### config.mk
export PLATFORM = sky130hd
export DESIGN_NAME = png_stored_rgba_encoder_core
export DESIGN_NICKNAME = d
export VERILOG_FILES = /design/src/hdl/psre_pkg.sv /design/src/hdl/psre_datapath.sv /design/src/hdl/psre_ctrl.sv /design/src/hdl/png_stored_rgba_encoder_core.sv
export SDC_FILE = /design/constraint.sdc
export NUM_CORES = 1
export LEC_CHECK = 0
export BUFFER_PORTS_ARGS = -buffer_cell sky130_fd_sc_hd__buf_2
export CAP_MARGIN = 10
export CORE_UTILIZATION = 60
export CTS_BUF_LIST = sky130_fd_sc_hd__clkbuf_8
export CTS_CLUSTER_DIAMETER = 200
export DETAILED_ROUTE_END_ITERATION = 7
export PLACE_DENSITY_LB_ADDON = 0.25
export SYNTH_ARGS = -nofsm -noshare
export SYNTH_HDL_FRONTEND = slang
export SYNTH_HIERARCHICAL = 1
export SYNTH_SLANG_ARGS = --single-unit
### constraint.sdc
create_clock -name clk -period 22.8 [get_ports clk]
set_input_delay 4.56 -clock clk [delete_from_list [all_inputs] [get_ports clk]]
set_output_delay 4.56 -clock clk [all_outputs]
set_load 0.1 [all_outputs]
### src/hdl/psre_pkg.sv
// Shared types, constants and helper functions of the stored-block PNG encoder.
package psre_pkg;

    localparam int CFG_W = 14;

    localparam logic [CFG_W-1:0] MAX_WIDTH  = 14'd8192;
    localparam logic [CFG_W-1:0] MAX_HEIGHT = 14'd8192;

    localparam logic [15:0] STORED_BLOCK_MAX = 16'd65535;
    localparam logic [16:0] ADLER_MOD        = 17'd65521;
    localparam logic [31:0] CRC_POLY         = 32'hEDB88320;
    localparam logic [31:0] CRC_INIT         = 32'hFFFFFFFF;

    localparam logic CFG_IDX_WIDTH  = 1'b0;
    localparam logic CFG_IDX_HEIGHT = 1'b1;

    localparam logic [7:0] PNG_SIG [0:7] = '{8'd137, 8'd80, 8'd78, 8'd71,
                                             8'd13, 8'd10, 8'd26, 8'd10};

    typedef enum logic [2:0] {
        ST_IDLE,
        ST_START,
        ST_DECIDE,
        ST_BLKHDR,
        ST_RAW,
        ST_TRAIL
    } state_t;

    typedef enum logic [2:0] {
        SRC_CONST,
        SRC_PIX,
        SRC_WIDTH,
        SRC_HEIGHT,
        SRC_CRC,
        SRC_IDAT_LEN,
        SRC_BLK,
        SRC_ADLER
    } src_t;

    typedef struct packed {
        logic       emit;
        src_t       src;
        logic [2:0] pos;
        logic [7:0] cbyte;
        logic       crc_on;
        logic       crc_init;
        logic       run_last;
        logic       file_last;
        logic       pix_load;
        logic       frame_begin;
        logic       blk_set;
        logic       raw_step;
        logic       row_set;
        logic       frame_end;
    } cmd_t;

    typedef struct packed {
        logic out_free;
        logic frame_open;
        logic row_zero;
        logic block_zero;
        logic raw_zero;
        logic raw_one;
    } stat_t;

    function automatic logic [31:0] crc_byte(input logic [31:0] c_in, input logic [7:0] b);
        logic [31:0] c;
        c = c_in ^ {24'd0, b};
        for (int k = 0; k < 8; k++)
        begin
            c = (c >> 1) ^ (CRC_POLY & {32{c[0]}});
        end
        return c;
    endfunction

    function automatic logic [CFG_W-1:0] clamp_dim(input logic [CFG_W-1:0] v,
                                                   input logic [CFG_W-1:0] mx);
        logic [CFG_W-1:0] r;
        if (v == '0)
            r = CFG_W'(1);
        else if (v > mx)
            r = mx;
        else
            r = v;
        return r;
    endfunction

endpackage

### src/hdl/psre_datapath.sv
// Datapath: size registers, checksums, counters, byte selection and the output register.
module psre_datapath
(
    input  logic                         clk,
    input  logic                         rst_n,
    input  psre_pkg::cmd_t               cmd,
    output psre_pkg::stat_t              stat,
    input  logic [7:0]                   pix_in,
    input  logic                         cfg_we,
    input  logic                         cfg_index,
    input  logic [psre_pkg::CFG_W-1:0]   cfg_data,
    output logic                         m_tvalid,
    input  logic                         m_tready,
    output logic [7:0]                   m_tdata,
    output logic                         m_tlast,
    output logic                         m_tuser
);
    import psre_pkg::*;

    logic [CFG_W-1:0] cfg_w_reg, cfg_h_reg;
    logic [CFG_W-1:0] w_cl, h_cl;
    logic [15:0]      w4p1;
    logic [29:0]      raw_reg, raw_next;
    logic [13:0]      q;
    logic [16:0]      r, rr;
    logic             r_ge;
    logic [14:0]      nblk_reg, nblk_next;
    logic [31:0]      idat_reg, idat_next;

    logic [31:0]      crc_reg, crc_base, crc_new;
    logic [15:0]      adl_lo_reg, adl_hi_reg, lo_new, hi_new;
    logic [16:0]      lo_sum, hi_sum;
    logic [29:0]      raw_left_reg;
    logic [15:0]      block_left_reg, row_left_reg, len16;
    logic             blk_final;
    logic             frame_open_reg;
    logic [7:0]       pix_reg;

    logic [31:0]      word;
    logic [7:0]       out_byte;

    logic             m_valid_reg;
    logic [7:0]       m_data_reg;
    logic             m_last_reg, m_user_reg;

    assign w_cl = clamp_dim(cfg_w_reg, MAX_WIDTH);
    assign h_cl = clamp_dim(cfg_h_reg, MAX_HEIGHT);
    assign w4p1 = 16'({w_cl, 2'b00}) + 16'd1;
    assign raw_next = 30'(w4p1) * 30'(h_cl);

    // Block count is the raw size divided by 65535, rounded up; the remainder
    // of the shift form stays below twice the divisor.
    assign q    = raw_reg[29:16];
    assign r    = 17'(raw_reg[15:0]) + 17'(q);
    assign r_ge = (r >= 17'(STORED_BLOCK_MAX));
    assign rr   = r_ge ? (r - 17'(STORED_BLOCK_MAX)) : r;
    assign nblk_next = 15'(q) + 15'(r_ge) + 15'(rr != '0);
    assign idat_next = 32'(raw_reg) + 32'({nblk_reg, 2'b00}) + 32'(nblk_reg) + 32'd6;

    assign len16     = (raw_left_reg < 30'(STORED_BLOCK_MAX)) ? raw_left_reg[15:0]
                                                              : STORED_BLOCK_MAX;
    assign blk_final = (raw_left_reg <= 30'(STORED_BLOCK_MAX));

    always_comb
    begin
        case (cmd.src)
            SRC_WIDTH:    word = 32'(w_cl);
            SRC_HEIGHT:   word = 32'(h_cl);
            SRC_CRC:      word = ~crc_reg;
            SRC_IDAT_LEN: word = idat_reg;
            SRC_ADLER:    word = {adl_hi_reg, adl_lo_reg};
            default:      word = '0;
        endcase
    end

    always_comb
    begin
        case (cmd.src)
            SRC_CONST: out_byte = cmd.cbyte;
            SRC_PIX:   out_byte = pix_reg;
            SRC_BLK:
            begin
                case (cmd.pos)
                    3'd0:    out_byte = {7'd0, blk_final};
                    3'd1:    out_byte = len16[7:0];
                    3'd2:    out_byte = len16[15:8];
                    3'd3:    out_byte = ~len16[7:0];
                    default: out_byte = ~len16[15:8];
                endcase
            end
            default:
            begin
                case (cmd.pos[1:0])
                    2'd0:    out_byte = word[31:24];
                    2'd1:    out_byte = word[23:16];
                    2'd2:    out_byte = word[15:8];
                    default: out_byte = word[7:0];
                endcase
            end
        endcase
    end

    assign crc_base = cmd.crc_init ? CRC_INIT : crc_reg;
    assign crc_new  = crc_byte(crc_base, out_byte);

    assign lo_sum = 17'(adl_lo_reg) + 17'(out_byte);
    assign lo_new = (lo_sum >= ADLER_MOD) ? 16'(lo_sum - ADLER_MOD) : lo_sum[15:0];
    assign hi_sum = 17'(adl_hi_reg) + 17'(lo_new);
    assign hi_new = (hi_sum >= ADLER_MOD) ? 16'(hi_sum - ADLER_MOD) : hi_sum[15:0];

    always_ff @(posedge clk or negedge rst_n)
    begin
        if (!rst_n)
        begin
            cfg_w_reg      <= CFG_W'(1);
            cfg_h_reg      <= CFG_W'(1);
            crc_reg        <= CRC_INIT;
            adl_lo_reg     <= 16'd1;
            adl_hi_reg     <= 16'd0;
            raw_left_reg   <= '0;
            block_left_reg <= '0;
            row_left_reg   <= '0;
            frame_open_reg <= 1'b0;
            m_valid_reg    <= 1'b0;
        end
        else
        begin
            if (cfg_we && !frame_open_reg)
            begin
                if (cfg_index == CFG_IDX_WIDTH)
                    cfg_w_reg <= cfg_data;
                else
                    cfg_h_reg <= cfg_data;
            end

            if (cmd.emit && cmd.crc_on)
                crc_reg <= crc_new;

            if (cmd.frame_begin)
            begin
                adl_lo_reg     <= 16'd1;
                adl_hi_reg     <= 16'd0;
                raw_left_reg   <= raw_reg;
                block_left_reg <= '0;
                row_left_reg   <= '0;
                frame_open_reg <= 1'b1;
            end

            if (cmd.blk_set)
                block_left_reg <= len16;

            if (cmd.raw_step)
            begin
                adl_lo_reg     <= lo_new;
                adl_hi_reg     <= hi_new;
                block_left_reg <= block_left_reg - 16'd1;
                raw_left_reg   <= raw_left_reg - 30'd1;
                if (cmd.row_set)
                    row_left_reg <= (raw_left_reg == 30'd1) ? 16'd0 : 16'({w_cl, 2'b00});
                else
                    row_left_reg <= row_left_reg - 16'd1;
            end

            if (cmd.frame_end)
            begin
                frame_open_reg <= 1'b0;
                crc_reg        <= CRC_INIT;
                row_left_reg   <= '0;
                block_left_reg <= '0;
            end

            if (cmd.emit)
                m_valid_reg <= 1'b1;
            else if (m_tready)
                m_valid_reg <= 1'b0;
        end
    end

    always_ff @(posedge clk)
    begin
        raw_reg  <= raw_next;
        nblk_reg <= nblk_next;
        idat_reg <= idat_next;
        if (cmd.pix_load)
            pix_reg <= pix_in;
        if (cmd.emit)
        begin
            m_data_reg <= out_byte;
            m_last_reg <= cmd.run_last;
            m_user_reg <= cmd.file_last;
        end
    end

    assign stat.out_free   = !m_valid_reg || m_tready;
    assign stat.frame_open = frame_open_reg;
    assign stat.row_zero   = (row_left_reg == '0);
    assign stat.block_zero = (block_left_reg == '0);
    assign stat.raw_zero   = (raw_left_reg == '0);
    assign stat.raw_one    = (raw_left_reg == 30'd1);

    assign m_tvalid = m_valid_reg;
    assign m_tdata  = m_data_reg;
    assign m_tlast  = m_last_reg;
    assign m_tuser  = m_user_reg;

endmodule

### src/hdl/psre_ctrl.sv
// Controller: sequences header, block header, raw byte and trailer output.
module psre_ctrl
(
    input  logic             clk,
    input  logic             rst_n,
    input  logic             s_tvalid,
    output logic             s_tready,
    input  logic             s_tuser,
    input  psre_pkg::stat_t  stat,
    output psre_pkg::cmd_t   cmd
);
    import psre_pkg::*;

    state_t     state_reg, state_next;
    logic [5:0] idx_reg, idx_next, rel;
    logic       filt_reg, filt_next;
    logic       acc;

    assign acc = s_tvalid && (state_reg == ST_IDLE);

    always_ff @(posedge clk or negedge rst_n)
    begin
        if (!rst_n)
        begin
            state_reg <= ST_IDLE;
            idx_reg   <= '0;
            filt_reg  <= 1'b0;
        end
        else
        begin
            state_reg <= state_next;
            idx_reg   <= idx_next;
            filt_reg  <= filt_next;
        end
    end

    always_comb
    begin
        state_next = state_reg;
        idx_next   = idx_reg;
        filt_next  = filt_reg;
        unique case (state_reg)
            ST_IDLE:
            begin
                idx_next = '0;
                if (acc)
                begin
                    if (!s_tuser)
                        state_next = ST_START;
                    else if (stat.frame_open)
                    begin
                        state_next = ST_DECIDE;
                        filt_next  = stat.row_zero;
                    end
                end
            end
            ST_START:
            begin
                if (stat.out_free)
                begin
                    if (idx_reg == 6'd42)
                    begin
                        state_next = ST_IDLE;
                        idx_next   = '0;
                    end
                    else
                        idx_next = idx_reg + 6'd1;
                end
            end
            ST_DECIDE:
            begin
                idx_next = '0;
                if (!filt_reg && stat.raw_zero)
                    state_next = ST_TRAIL;
                else if (stat.block_zero)
                    state_next = ST_BLKHDR;
                else
                    state_next = ST_RAW;
            end
            ST_BLKHDR:
            begin
                if (stat.out_free)
                begin
                    if (idx_reg == 6'd4)
                    begin
                        state_next = ST_RAW;
                        idx_next   = '0;
                    end
                    else
                        idx_next = idx_reg + 6'd1;
                end
            end
            ST_RAW:
            begin
                if (stat.out_free)
                begin
                    idx_next = '0;
                    if (filt_reg)
                    begin
                        filt_next  = 1'b0;
                        state_next = ST_DECIDE;
                    end
                    else if (stat.raw_one)
                        state_next = ST_TRAIL;
                    else
                        state_next = ST_IDLE;
                end
            end
            ST_TRAIL:
            begin
                if (stat.out_free)
                begin
                    if (idx_reg == 6'd19)
                    begin
                        state_next = ST_IDLE;
                        idx_next   = '0;
                    end
                    else
                        idx_next = idx_reg + 6'd1;
                end
            end
            default:
            begin
                state_next = ST_IDLE;
            end
        endcase
    end

    always_comb
    begin
        cmd      = '0;
        s_tready = 1'b0;
        rel      = '0;
        unique case (state_reg)
            ST_IDLE:
            begin
                s_tready     = 1'b1;
                cmd.pix_load = s_tvalid;
            end
            ST_START:
            begin
                cmd.emit = stat.out_free;
                cmd.src  = SRC_CONST;
                if (idx_reg < 6'd8)
                    cmd.cbyte = PNG_SIG[idx_reg[2:0]];
                else if (idx_reg == 6'd11)
                    cmd.cbyte = 8'd13;
                else if (idx_reg >= 6'd16 && idx_reg <= 6'd19)
                begin
                    cmd.src = SRC_WIDTH;
                    cmd.pos = {1'b0, idx_reg[1:0]};
                end
                else if (idx_reg >= 6'd20 && idx_reg <= 6'd23)
                begin
                    cmd.src = SRC_HEIGHT;
                    cmd.pos = {1'b0, idx_reg[1:0]};
                end
                else if (idx_reg >= 6'd29 && idx_reg <= 6'd32)
                begin
                    rel     = idx_reg - 6'd29;
                    cmd.src = SRC_CRC;
                    cmd.pos = rel[2:0];
                end
                else if (idx_reg >= 6'd33 && idx_reg <= 6'd36)
                begin
                    rel     = idx_reg - 6'd33;
                    cmd.src = SRC_IDAT_LEN;
                    cmd.pos = rel[2:0];
                end
                else
                begin
                    case (idx_reg)
                        6'd12:   cmd.cbyte = 8'd73;
                        6'd13:   cmd.cbyte = 8'd72;
                        6'd14:   cmd.cbyte = 8'd68;
                        6'd15:   cmd.cbyte = 8'd82;
                        6'd24:   cmd.cbyte = 8'd8;
                        6'd25:   cmd.cbyte = 8'd6;
                        6'd37:   cmd.cbyte = 8'd73;
                        6'd38:   cmd.cbyte = 8'd68;
                        6'd39:   cmd.cbyte = 8'd65;
                        6'd40:   cmd.cbyte = 8'd84;
                        6'd41:   cmd.cbyte = 8'd120;
                        6'd42:   cmd.cbyte = 8'd1;
                        default: cmd.cbyte = 8'd0;
                    endcase
                end
                cmd.crc_on = (idx_reg >= 6'd12 && idx_reg <= 6'd28) || (idx_reg >= 6'd37);
                cmd.crc_init    = (idx_reg == 6'd12) || (idx_reg == 6'd37);
                cmd.run_last    = (idx_reg == 6'd42);
                cmd.frame_begin = stat.out_free && (idx_reg == 6'd42);
            end
            ST_DECIDE:
            begin
                cmd.emit = 1'b0;
            end
            ST_BLKHDR:
            begin
                cmd.emit    = stat.out_free;
                cmd.src     = SRC_BLK;
                cmd.pos     = idx_reg[2:0];
                cmd.crc_on  = 1'b1;
                cmd.blk_set = stat.out_free && (idx_reg == 6'd4);
            end
            ST_RAW:
            begin
                cmd.emit     = stat.out_free;
                cmd.src      = filt_reg ? SRC_CONST : SRC_PIX;
                cmd.crc_on   = 1'b1;
                cmd.raw_step = stat.out_free;
                cmd.row_set  = filt_reg;
                cmd.run_last = !filt_reg && !stat.raw_one;
            end
            ST_TRAIL:
            begin
                cmd.emit = stat.out_free;
                cmd.src  = SRC_CONST;
                if (idx_reg <= 6'd3)
                begin
                    cmd.src    = SRC_ADLER;
                    cmd.pos    = {1'b0, idx_reg[1:0]};
                    cmd.crc_on = 1'b1;
                end
                else if (idx_reg <= 6'd7 || idx_reg >= 6'd16)
                begin
                    cmd.src = SRC_CRC;
                    cmd.pos = {1'b0, idx_reg[1:0]};
                end
                else
                begin
                    case (idx_reg)
                        6'd12:   cmd.cbyte = 8'd73;
                        6'd13:   cmd.cbyte = 8'd69;
                        6'd14:   cmd.cbyte = 8'd78;
                        6'd15:   cmd.cbyte = 8'd68;
                        default: cmd.cbyte = 8'd0;
                    endcase
                    cmd.crc_on = (idx_reg >= 6'd12);
                end
                cmd.crc_init  = (idx_reg == 6'd12);
                cmd.run_last  = (idx_reg == 6'd19);
                cmd.file_last = (idx_reg == 6'd19);
                cmd.frame_end = stat.out_free && (idx_reg == 6'd19);
            end
            default:
            begin
                cmd.emit = 1'b0;
            end
        endcase
    end

endmodule

### src/hdl/png_stored_rgba_encoder_core.sv
// Requests are taken only when idle: a new one waits until all bytes of the last are issued.
// Header and trailer bytes leave at one byte per cycle unless stalled. A start request gives
// 43 bytes, a pixel request up to 26 (none with no frame open): its byte, a filter byte at a
// row start, a block header per block and the trailer, all through a single output register.
// Reset (rst_n, asynchronous, active low) closes any frame and sets both sizes to one.
// Size writes are ignored while a frame is open.
module png_stored_rgba_encoder_core
(
    input  logic                         clk,
    input  logic                         rst_n,
    input  logic                         s_tvalid,
    output logic                         s_tready,
    input  logic [7:0]                   s_tdata,   // pixel_byte
    input  logic                         s_tuser,   // req_type
    output logic                         m_tvalid,
    input  logic                         m_tready,
    output logic [7:0]                   m_tdata,   // out_byte
    output logic                         m_tlast,   // run_last
    output logic                         m_tuser,   // file_last
    input  logic                         cfg_we,
    input  logic                         cfg_index,
    input  logic [psre_pkg::CFG_W-1:0]   cfg_data
);
    import psre_pkg::*;

    cmd_t  cmd;
    stat_t stat;

    psre_ctrl u_ctrl
    (
        .clk      (clk),
        .rst_n    (rst_n),
        .s_tvalid (s_tvalid),
        .s_tready (s_tready),
        .s_tuser  (s_tuser),
        .stat     (stat),
        .cmd      (cmd)
    );

    psre_datapath u_datapath
    (
        .clk       (clk),
        .rst_n     (rst_n),
        .cmd       (cmd),
        .stat      (stat),
        .pix_in    (s_tdata),
        .cfg_we    (cfg_we),
        .cfg_index (cfg_index),
        .cfg_data  (cfg_data),
        .m_tvalid  (m_tvalid),
        .m_tready  (m_tready),
        .m_tdata   (m_tdata),
        .m_tlast   (m_tlast),
        .m_tuser   (m_tuser)
    );

endmodule

==> impl_metrics.csv, run 1 <==
group,metric,value,unit
clock_tree,cts.repair_timing.setup_buffer_count,0,
critical_path,buf_inv_on_cp,5,
logic_synthesis,syn-instance-count,3075,
critical_path,ff2ff_path_depth,38,
grt,globalRouteMet2Util,0.597,
clock_tree,worst_setup_hold_path_clk_slew,0.07,ns
detailed_routing,drcViolationCount,0,
critical_path,critical_path.startpoint_type,"flop",
clock_tree,h-tree-depth,2,
finish,largest_register_ffs,32,
grt,grt_use_met3,0.0587,
hold_path,hold_path.class,"flop to flop",
floorplan,die-width,211,µm
power_and_ir_drop,power_leakage,12.5,nW
critical_path,crit_required,23.38,ns
logic_synthesis,synthTopCellsByArea,"fa_1 13%, dfrtp_1 13%, ha_1 9.4%",
logic_synthesis,post_synth_most_frequent_cells,"315 x nand2_1, 304 x nor2_1, 270 x inv_1, 197 x a21oi_1, 195 x ha_1",
logic_synthesis,synthArstFlopShare,0.638,
logic_synthesis,yosysUniqueCellTypes,103,
power_and_ir_drop,ir_worst_vdd,169,µV
placed_design,hpwlAfterDp,62100,µm
timing,finalCriticalPeriod,11.80,ns
timing,setup_repair_after_global_routing_missed_its_margin,"no",
clock_tree,cts_resized,0,
detailed_routing,route.detailed.wl_per_inst,22.0,µm
critical_path,crit-reg2reg-capture,"u_datapath/adl_hi_reg[10]",
grt,grt_use_met1,0.484,
clock_tree,cts.hold.buffers_added,0,
timing,max-slew-margin-rel,0.160,
finish,final-seq-area,6260,µm²
grt,grt_first_pass_wirelength,128000,µm
timing,fin_ws,11.00,ns
clock_tree,clk_path_buf_depth,3,
logic_synthesis,synthesis.area_per_instance,8.48,µm²
clock_tree,insertion_delay,0.67,ns
floorplan,fp.dieH,211,µm
logic_synthesis,yosys.cell_count.top_type,"nand2_1",
clock_tree,cts.root.buffer_cell,"clkbuf_8",
finish,fillerInstances,3680,
finish,post_route_cells_drive_above_1_share,0.0957,
critical_path,worst_setup_path_class,"flop to flop",
grt,antenna_violations_before_repair,1,
detailed_routing,drt_iter0_drc,2419,
logic_synthesis,mappedNetlistArea,26100,µm²
timing,achievable-frequency,84.7,MHz
grt,grt_max_degree,86,
detailed_routing,first_pass_iters,6,
timing,timing.setup.tns,0,ns
run_status,run_status,"finished clean",
logic_synthesis,yosys_reg_bits,260,
critical_path,critPathCaptureType,"flop",
critical_path,worst_setup_path_startpoint,"u_ctrl/idx_reg[1]",
critical_path,critical_path_cell_count,38,
grt,grt_busiest_layer,"met2",
critical_path,endpoint,"u_datapath/adl_hi_reg[10]",
floorplan,die_area,44300,µm²
timing,max_slew.worst_pin.slew,1.26,ns
finish,syn2layout_area_growth,6.74,%
placed_design,finalWeightedCongestion,0.997,
detailed_routing,dr_total_vias,23400,
critical_path,r2r_slack,11.00,ns
power_and_ir_drop,cellPowerDensity,161,nW/µm²
floorplan,core.rowCount,76,
finish,fin_nets,3449,
logic_synthesis,ys_dominant_reg_cell,"dfrtp_1",
timing,maxSlewViolCount,0,
timing,report.final.setup_viol,0,
critical_path,crit_slowest_cell,"buf_4",
finish,multiInputGateArea,18200,µm²
logic_synthesis,ys.warnings.count,6,
critical_path,arrival,12.38,ns
timing,final_period_utilization,0.518,
floorplan,initial_core_util,0.607,
timing,hold_violations,0,
clock_tree,count_of_clock_tree_sinks,260,
logic_synthesis,synth_top_area_share,0.130,
grt,grt_usage,0.371,
logic_synthesis,edff_count_synth,18,
critical_path,critical_path.max_stage_delay,0.74,ns
grt,grt_pass1_vias,22800,
logic_synthesis,synth_seq_area_share,0.240,
placed_design,numPortBuffers,40,
grt,grt.overflow.total,0,
timing,skew,0.0548,ns
detailed_routing,viasPerCell,6.36,
finish,final_util,0.648,
logic_synthesis,syn_nets,3469,
logic_synthesis,synth_top_cell_by_area,"fa_1",
critical_path,r2r_start,"u_ctrl/idx_reg[1]",
clock_tree,tritoncts,"yes",
hold_path,hold_start,"u_datapath/nblk_reg[0]",
floorplan,top_level_ports,41,
detailed_routing,totalWireLength,81100,µm
critical_path,crit_path_max_fanout,85,
detailed_routing,drtAntennaViolNets,0,
clock_tree,cts_inserted_buffers,46,
floorplan,core_area,43000,µm²
placed_design,placement.setup.worst_slack,10.78,ns
critical_path,critical_path.top_delay_family,"compound AO/OA/AOI/OAI gates",
run,number_of_max_cap_violations,0,
## cell type report
| type | instances | share of cell area |
|---|---|---|
| inverter | 271 | 0.0365 |
| clock buffer | 54 | 0.0267 |
| clock inverter | 32 | 0.0127 |
| antenna | 2 | 0.000180 |
| tap | 585 | 0.0263 |
| multi-input combinational | 2399 | 0.655 |
| timing repair buffer | 77 | 0.0181 |
| sequential | 260 | 0.225 |
## kinds of logic (layout without fill, tap and decap cells)
| family | after synthesis | count (layout) | synth area share |
|---|---|---|---|
| xor+xnor | 190 | 190 | 0.0704 |
| buf+inv | 416 | 434 | 0.0631 |
| fa+ha+maj | 365 | 365 | 0.224 |
| mux | 64 | 64 | 0.0261 |
| other cells | 0 | 2 | 0 |
| simple gates | 1076 | 1076 | 0.202 |
| compound gates | 704 | 704 | 0.174 |
| flops | 260 | 260 | 0.240 |
## worst min-delay path by stage
stage                             end  slack [ns]  depth (start not counted)
3_5_place_dp   u_datapath/idat_reg[0]        0.46                          1
6_report       u_datapath/idat_reg[0]        0.47                          1
3_3_place_gp   u_datapath/idat_reg[0]        0.46                          1
5_1_grt        u_datapath/idat_reg[0]        0.51                          1
2_1_floorplan  u_datapath/idat_reg[0]        0.44                          1
4_1_cts        u_datapath/idat_reg[0]        0.47                          1
## per-layer routing
metal	share of wire	vias to the layer above
met3	0.084	287
met4	0.060	0
met5	0	-
met2	0.46	1183
li1	-	10600
met1	0.40	11400
## where the power goes
group / switching (W) / internal [W] / leakage (nW) / total (W)
Clock: 0.000218 / 0.000300 / 0.597 / 0.000518
Sequential: 0.000245 / 0.000671 / 2.83 / 0.000916
Combinational: 0.00180 / 0.00125 / 9.04 / 0.00304
Total: 0.00226 / 0.00222 / 12.5 / 0.00448
## per-stage QoR
stage	hold slack [ns]	instance area (µm²)	cells	total power (W)
final	0.474	27800	3680	0.00448
after global routing	0.509	27800	3678	0.00484
after CTS	0.474	27800	3676	0.00444
after detailed placement	0.460	26700	3590	0.00389
after global placement	0.463	26700	3590	0.00381
after floorplan	0.443	26100	3075	0.00315
## worst reg2reg max path: cells and delay by family (launching register included)
family	cells	cell delay, ns
compound gates	19	6.26
xor+xnor	2	0.54
fa+ha+maj	4	1.38
buf+inv	5	1.41
flops	1	0.46
simple gates	8	1.67
## cell usage in the layout, fill, tap and decap left out, drive strengths merged, types with 19 or more instances in the layout
master and count:
nand2 315, o31ai 19, nor4 27, xnor2 125
nor2 304, mux2i 32, inv 280, nor2b 58
clkbuf 55, nand3 67, ha 195, a31oi 25
a21o 30, and3 27, o21ai 177, a211oi 22
nor3 58, or3 24, and2 31, dfxtp 76
xor2 64, o21a 21, dfstp 35, a21oi 198
buf 76, o211ai 24, o22ai 24, mux2 32
or2 20, dfrtp 131, nand4 20, fa 170
nand2b 58
No activity file was read; power rests on OpenSTA's default activity.
==> run 2: changes to the inputs <==
==> constraint.sdc (replaced) <==
create_clock -name clk -period 11.4 [get_ports clk]
set_input_delay 2.28 -clock clk [delete_from_list [all_inputs] [get_ports clk]]
set_output_delay 2.28 -clock clk [all_outputs]
set_load 0.1 [all_outputs]
==> run 2 against run 1 <==
Effect of this change: first-iteration DRC count is 6.8% higher; highest routed layer is now met5; clock skew is 0.011 ns higher; sequential power is 99% higher; worst hold slack better by 0.0077 ns; wire length is 2.0% higher; fmax is 8.6% higher; final area is 1.1% higher; critical path depth is 4 higher; core utilization is 0.70 points higher; global-route usage is 0.38 points higher; flip-flop and latch count stayed put; register-to-register slack worse by 10 ns; critical endpoint is now u_datapath/adl_hi_reg[8].
==> impl_metrics.csv, run 2 (same netlist as run 1, synthesis figures left out) <==
group,metric,value,unit
timing,achievable-frequency,92.0,MHz
floorplan,initial_core_util,0.607,
critical_path,crit_path_max_fanout,23,
floorplan,core.rowCount,76,
power_and_ir_drop,ir_worst_vdd,265,µV
timing,finalCriticalPeriod,10.87,ns
detailed_routing,route.detailed.wl_per_inst,22.3,µm
critical_path,ff2ff_path_depth,42,
clock_tree,h-tree-depth,2,
timing,skew,0.0659,ns
detailed_routing,totalWireLength,82700,µm
critical_path,critPathCaptureType,"flop",
critical_path,worst_setup_path_class,"flop to flop",
floorplan,fp.dieH,211,µm
hold_path,hold_path.class,"flop to flop",
placed_design,finalWeightedCongestion,0.999,
timing,hold-worst-slack,0.482,ns
finish,largest_register_ffs,32,
timing,maxSlewViolCount,0,
finish,antenna_cells_inserted,0,
critical_path,critical_path.max_stage_delay,0.65,ns
finish,final_common_cell,"nand2_1",
placed_design,placement.setup.worst_slack,0.435,ns
clock_tree,tritoncts,"yes",
finish,post_route_cells_drive_above_1_share,0.105,
critical_path,critPathMostFrequentCell,"buf_4",
critical_path,r2r_slack,0.53,ns
timing,final_period_utilization,0.953,
critical_path,critical_path_cell_count,42,
detailed_routing,viasPerCell,6.31,
placed_design,hpwlAfterDp,64100,µm
critical_path,critical_path.top_delay_family,"compound AO/OA/AOI/OAI gates",
finish,fillerInstances,3606,
run,number_of_max_cap_violations,0,
timing,max_slew.worst_pin.slew,1.11,ns
critical_path,endpoint,"u_datapath/adl_hi_reg[8]",
clock_tree,cts_inserted_buffers,46,
power_and_ir_drop,cellPowerDensity,322,nW/µm²
critical_path,crit-reg2reg-capture,"u_datapath/adl_hi_reg[8]",
clock_tree,cts.hold.buffers_added,0,
critical_path,worst_setup_path_startpoint,"u_ctrl/idx_reg[0]",
floorplan,core_area,43000,µm²
clock_tree,clk_path_buf_depth,3,
grt,grt_max_degree,69,
grt,grt_first_pass_wirelength,129000,µm
critical_path,r2r_start,"u_ctrl/idx_reg[0]",
finish,syn2layout_area_growth,7.90,%
finish,layout_common_cells,"315 x nand2_1, 300 x nor2_1, 280 x inv_1, 197 x a21oi_1, 195 x ha_1",
grt,antenna_violations_before_repair,2,
power_and_ir_drop,power_leakage,12.6,nW
grt,grt_usage,0.375,
finish,fin_nets,3477,
clock_tree,worst_setup_hold_path_clk_slew,0.06,ns
timing,max-slew-margin-rel,0.257,
detailed_routing,drtAntennaViolNets,0,
detailed_routing,dr_total_vias,23400,
floorplan,die-width,211,µm
floorplan,die_area,44300,µm²
finish,filler_free_cell_count_of_the_finished_design,3706,
critical_path,critical_path.startpoint_type,"flop",
detailed_routing,first_pass_iters,6,
detailed_routing,drcViolationCount,0,
timing,report.final.setup_viol,0,
critical_path,arrival,11.40,ns
run_status,run_status,"finished clean",
grt,grt_pass1_vias,22600,
critical_path,crit_required,11.94,ns
placed_design,place_inst,3616,
clock_tree,count_of_clock_tree_sinks,260,
floorplan,top_level_ports,41,
placed_design,numPortBuffers,40,
timing,timing.setup.tns,0,ns
hold_path,hold_start,"u_datapath/nblk_reg[0]",
critical_path,crit_slowest_cell,"or4b_2",
grt,grt.overflow.total,0,
detailed_routing,drt_iter0_drc,2583,
timing,hold_violations,0,
clock_tree,cts.root.buffer_cell,"clkbuf_8",
timing,fin_ws,0.531,ns
timing,setup_repair_after_global_routing_missed_its_margin,"no",
critical_path,buf_inv_on_cp,7,
clock_tree,insertion_delay,0.66,ns
-- run 2: changes by cell type in the layout (fill, tap and decap cells not counted), moves of 3 or more --
cell | previous run | this run
clkinv_2 | 12 | 8
buf_4 | 35 | 62
clkbuf_8 | 54 | 51
bufinv_16 | 7 | 10
-- run 2: cell type report --
| type | instances | area [µm²] | area share |
|---|---|---|---|
| multi-input combinational | 2400 | 18300 | 0.650 |
| sequential | 260 | 6260 | 0.222 |
| inverter | 271 | 1020 | 0.0361 |
| tap | 585 | 732 | 0.0260 |
| timing repair buffer | 104 | 712 | 0.0253 |
| clock buffer | 51 | 702 | 0.0249 |
| clock inverter | 35 | 437 | 0.0155 |
-- run 2: worst min path at each step --
stage	endpoint	cells past startpoint	slack, ns
6_report	u_datapath/idat_reg[0]	1	0.48
5_1_grt	u_datapath/idat_reg[0]	1	0.50
4_1_cts	u_datapath/idat_reg[0]	1	0.48
3_5_place_dp	u_datapath/idat_reg[0]	1	0.46
3_3_place_gp	u_datapath/block_left_reg[14]	1	0.48
2_1_floorplan	u_datapath/idat_reg[0]	1	0.44
-- run 2: timing repair --
action / CTS / global route
gates resized for setup: 0 / 12
buffers inserted: 0 / 3
endpoints found under the setup margin: 0 / 16
-- run 2: power breakdown --
group          internal, W  switching, W  leakage (nW)  total, W
registers          0.00134      0.000472          2.83   0.00182
clock network     0.000647      0.000440         0.621   0.00109
logic              0.00253       0.00364          9.18   0.00617
-- run 2: stage by stage --
| step | cell area (µm²) | power (W) | utilization |
|---|---|---|---|
| finish | 28200 | 0.00907 | 0.655 |
| global route | 28200 | 0.00982 | 0.655 |
| CTS | 28100 | 0.00901 | 0.653 |
| detailed placement | 26900 | 0.00787 | 0.626 |
| global placement | 26900 | 0.00770 | 0.626 |
| floorplan | 26100 | 0.00631 | - |
-- run 2: metal layers --
layer,global-route usage,share of wire
met5,0,0.00013
met4,0.160,0.046
met3,0.0621,0.083
met2,0.615,0.47
met1,0.490,0.40
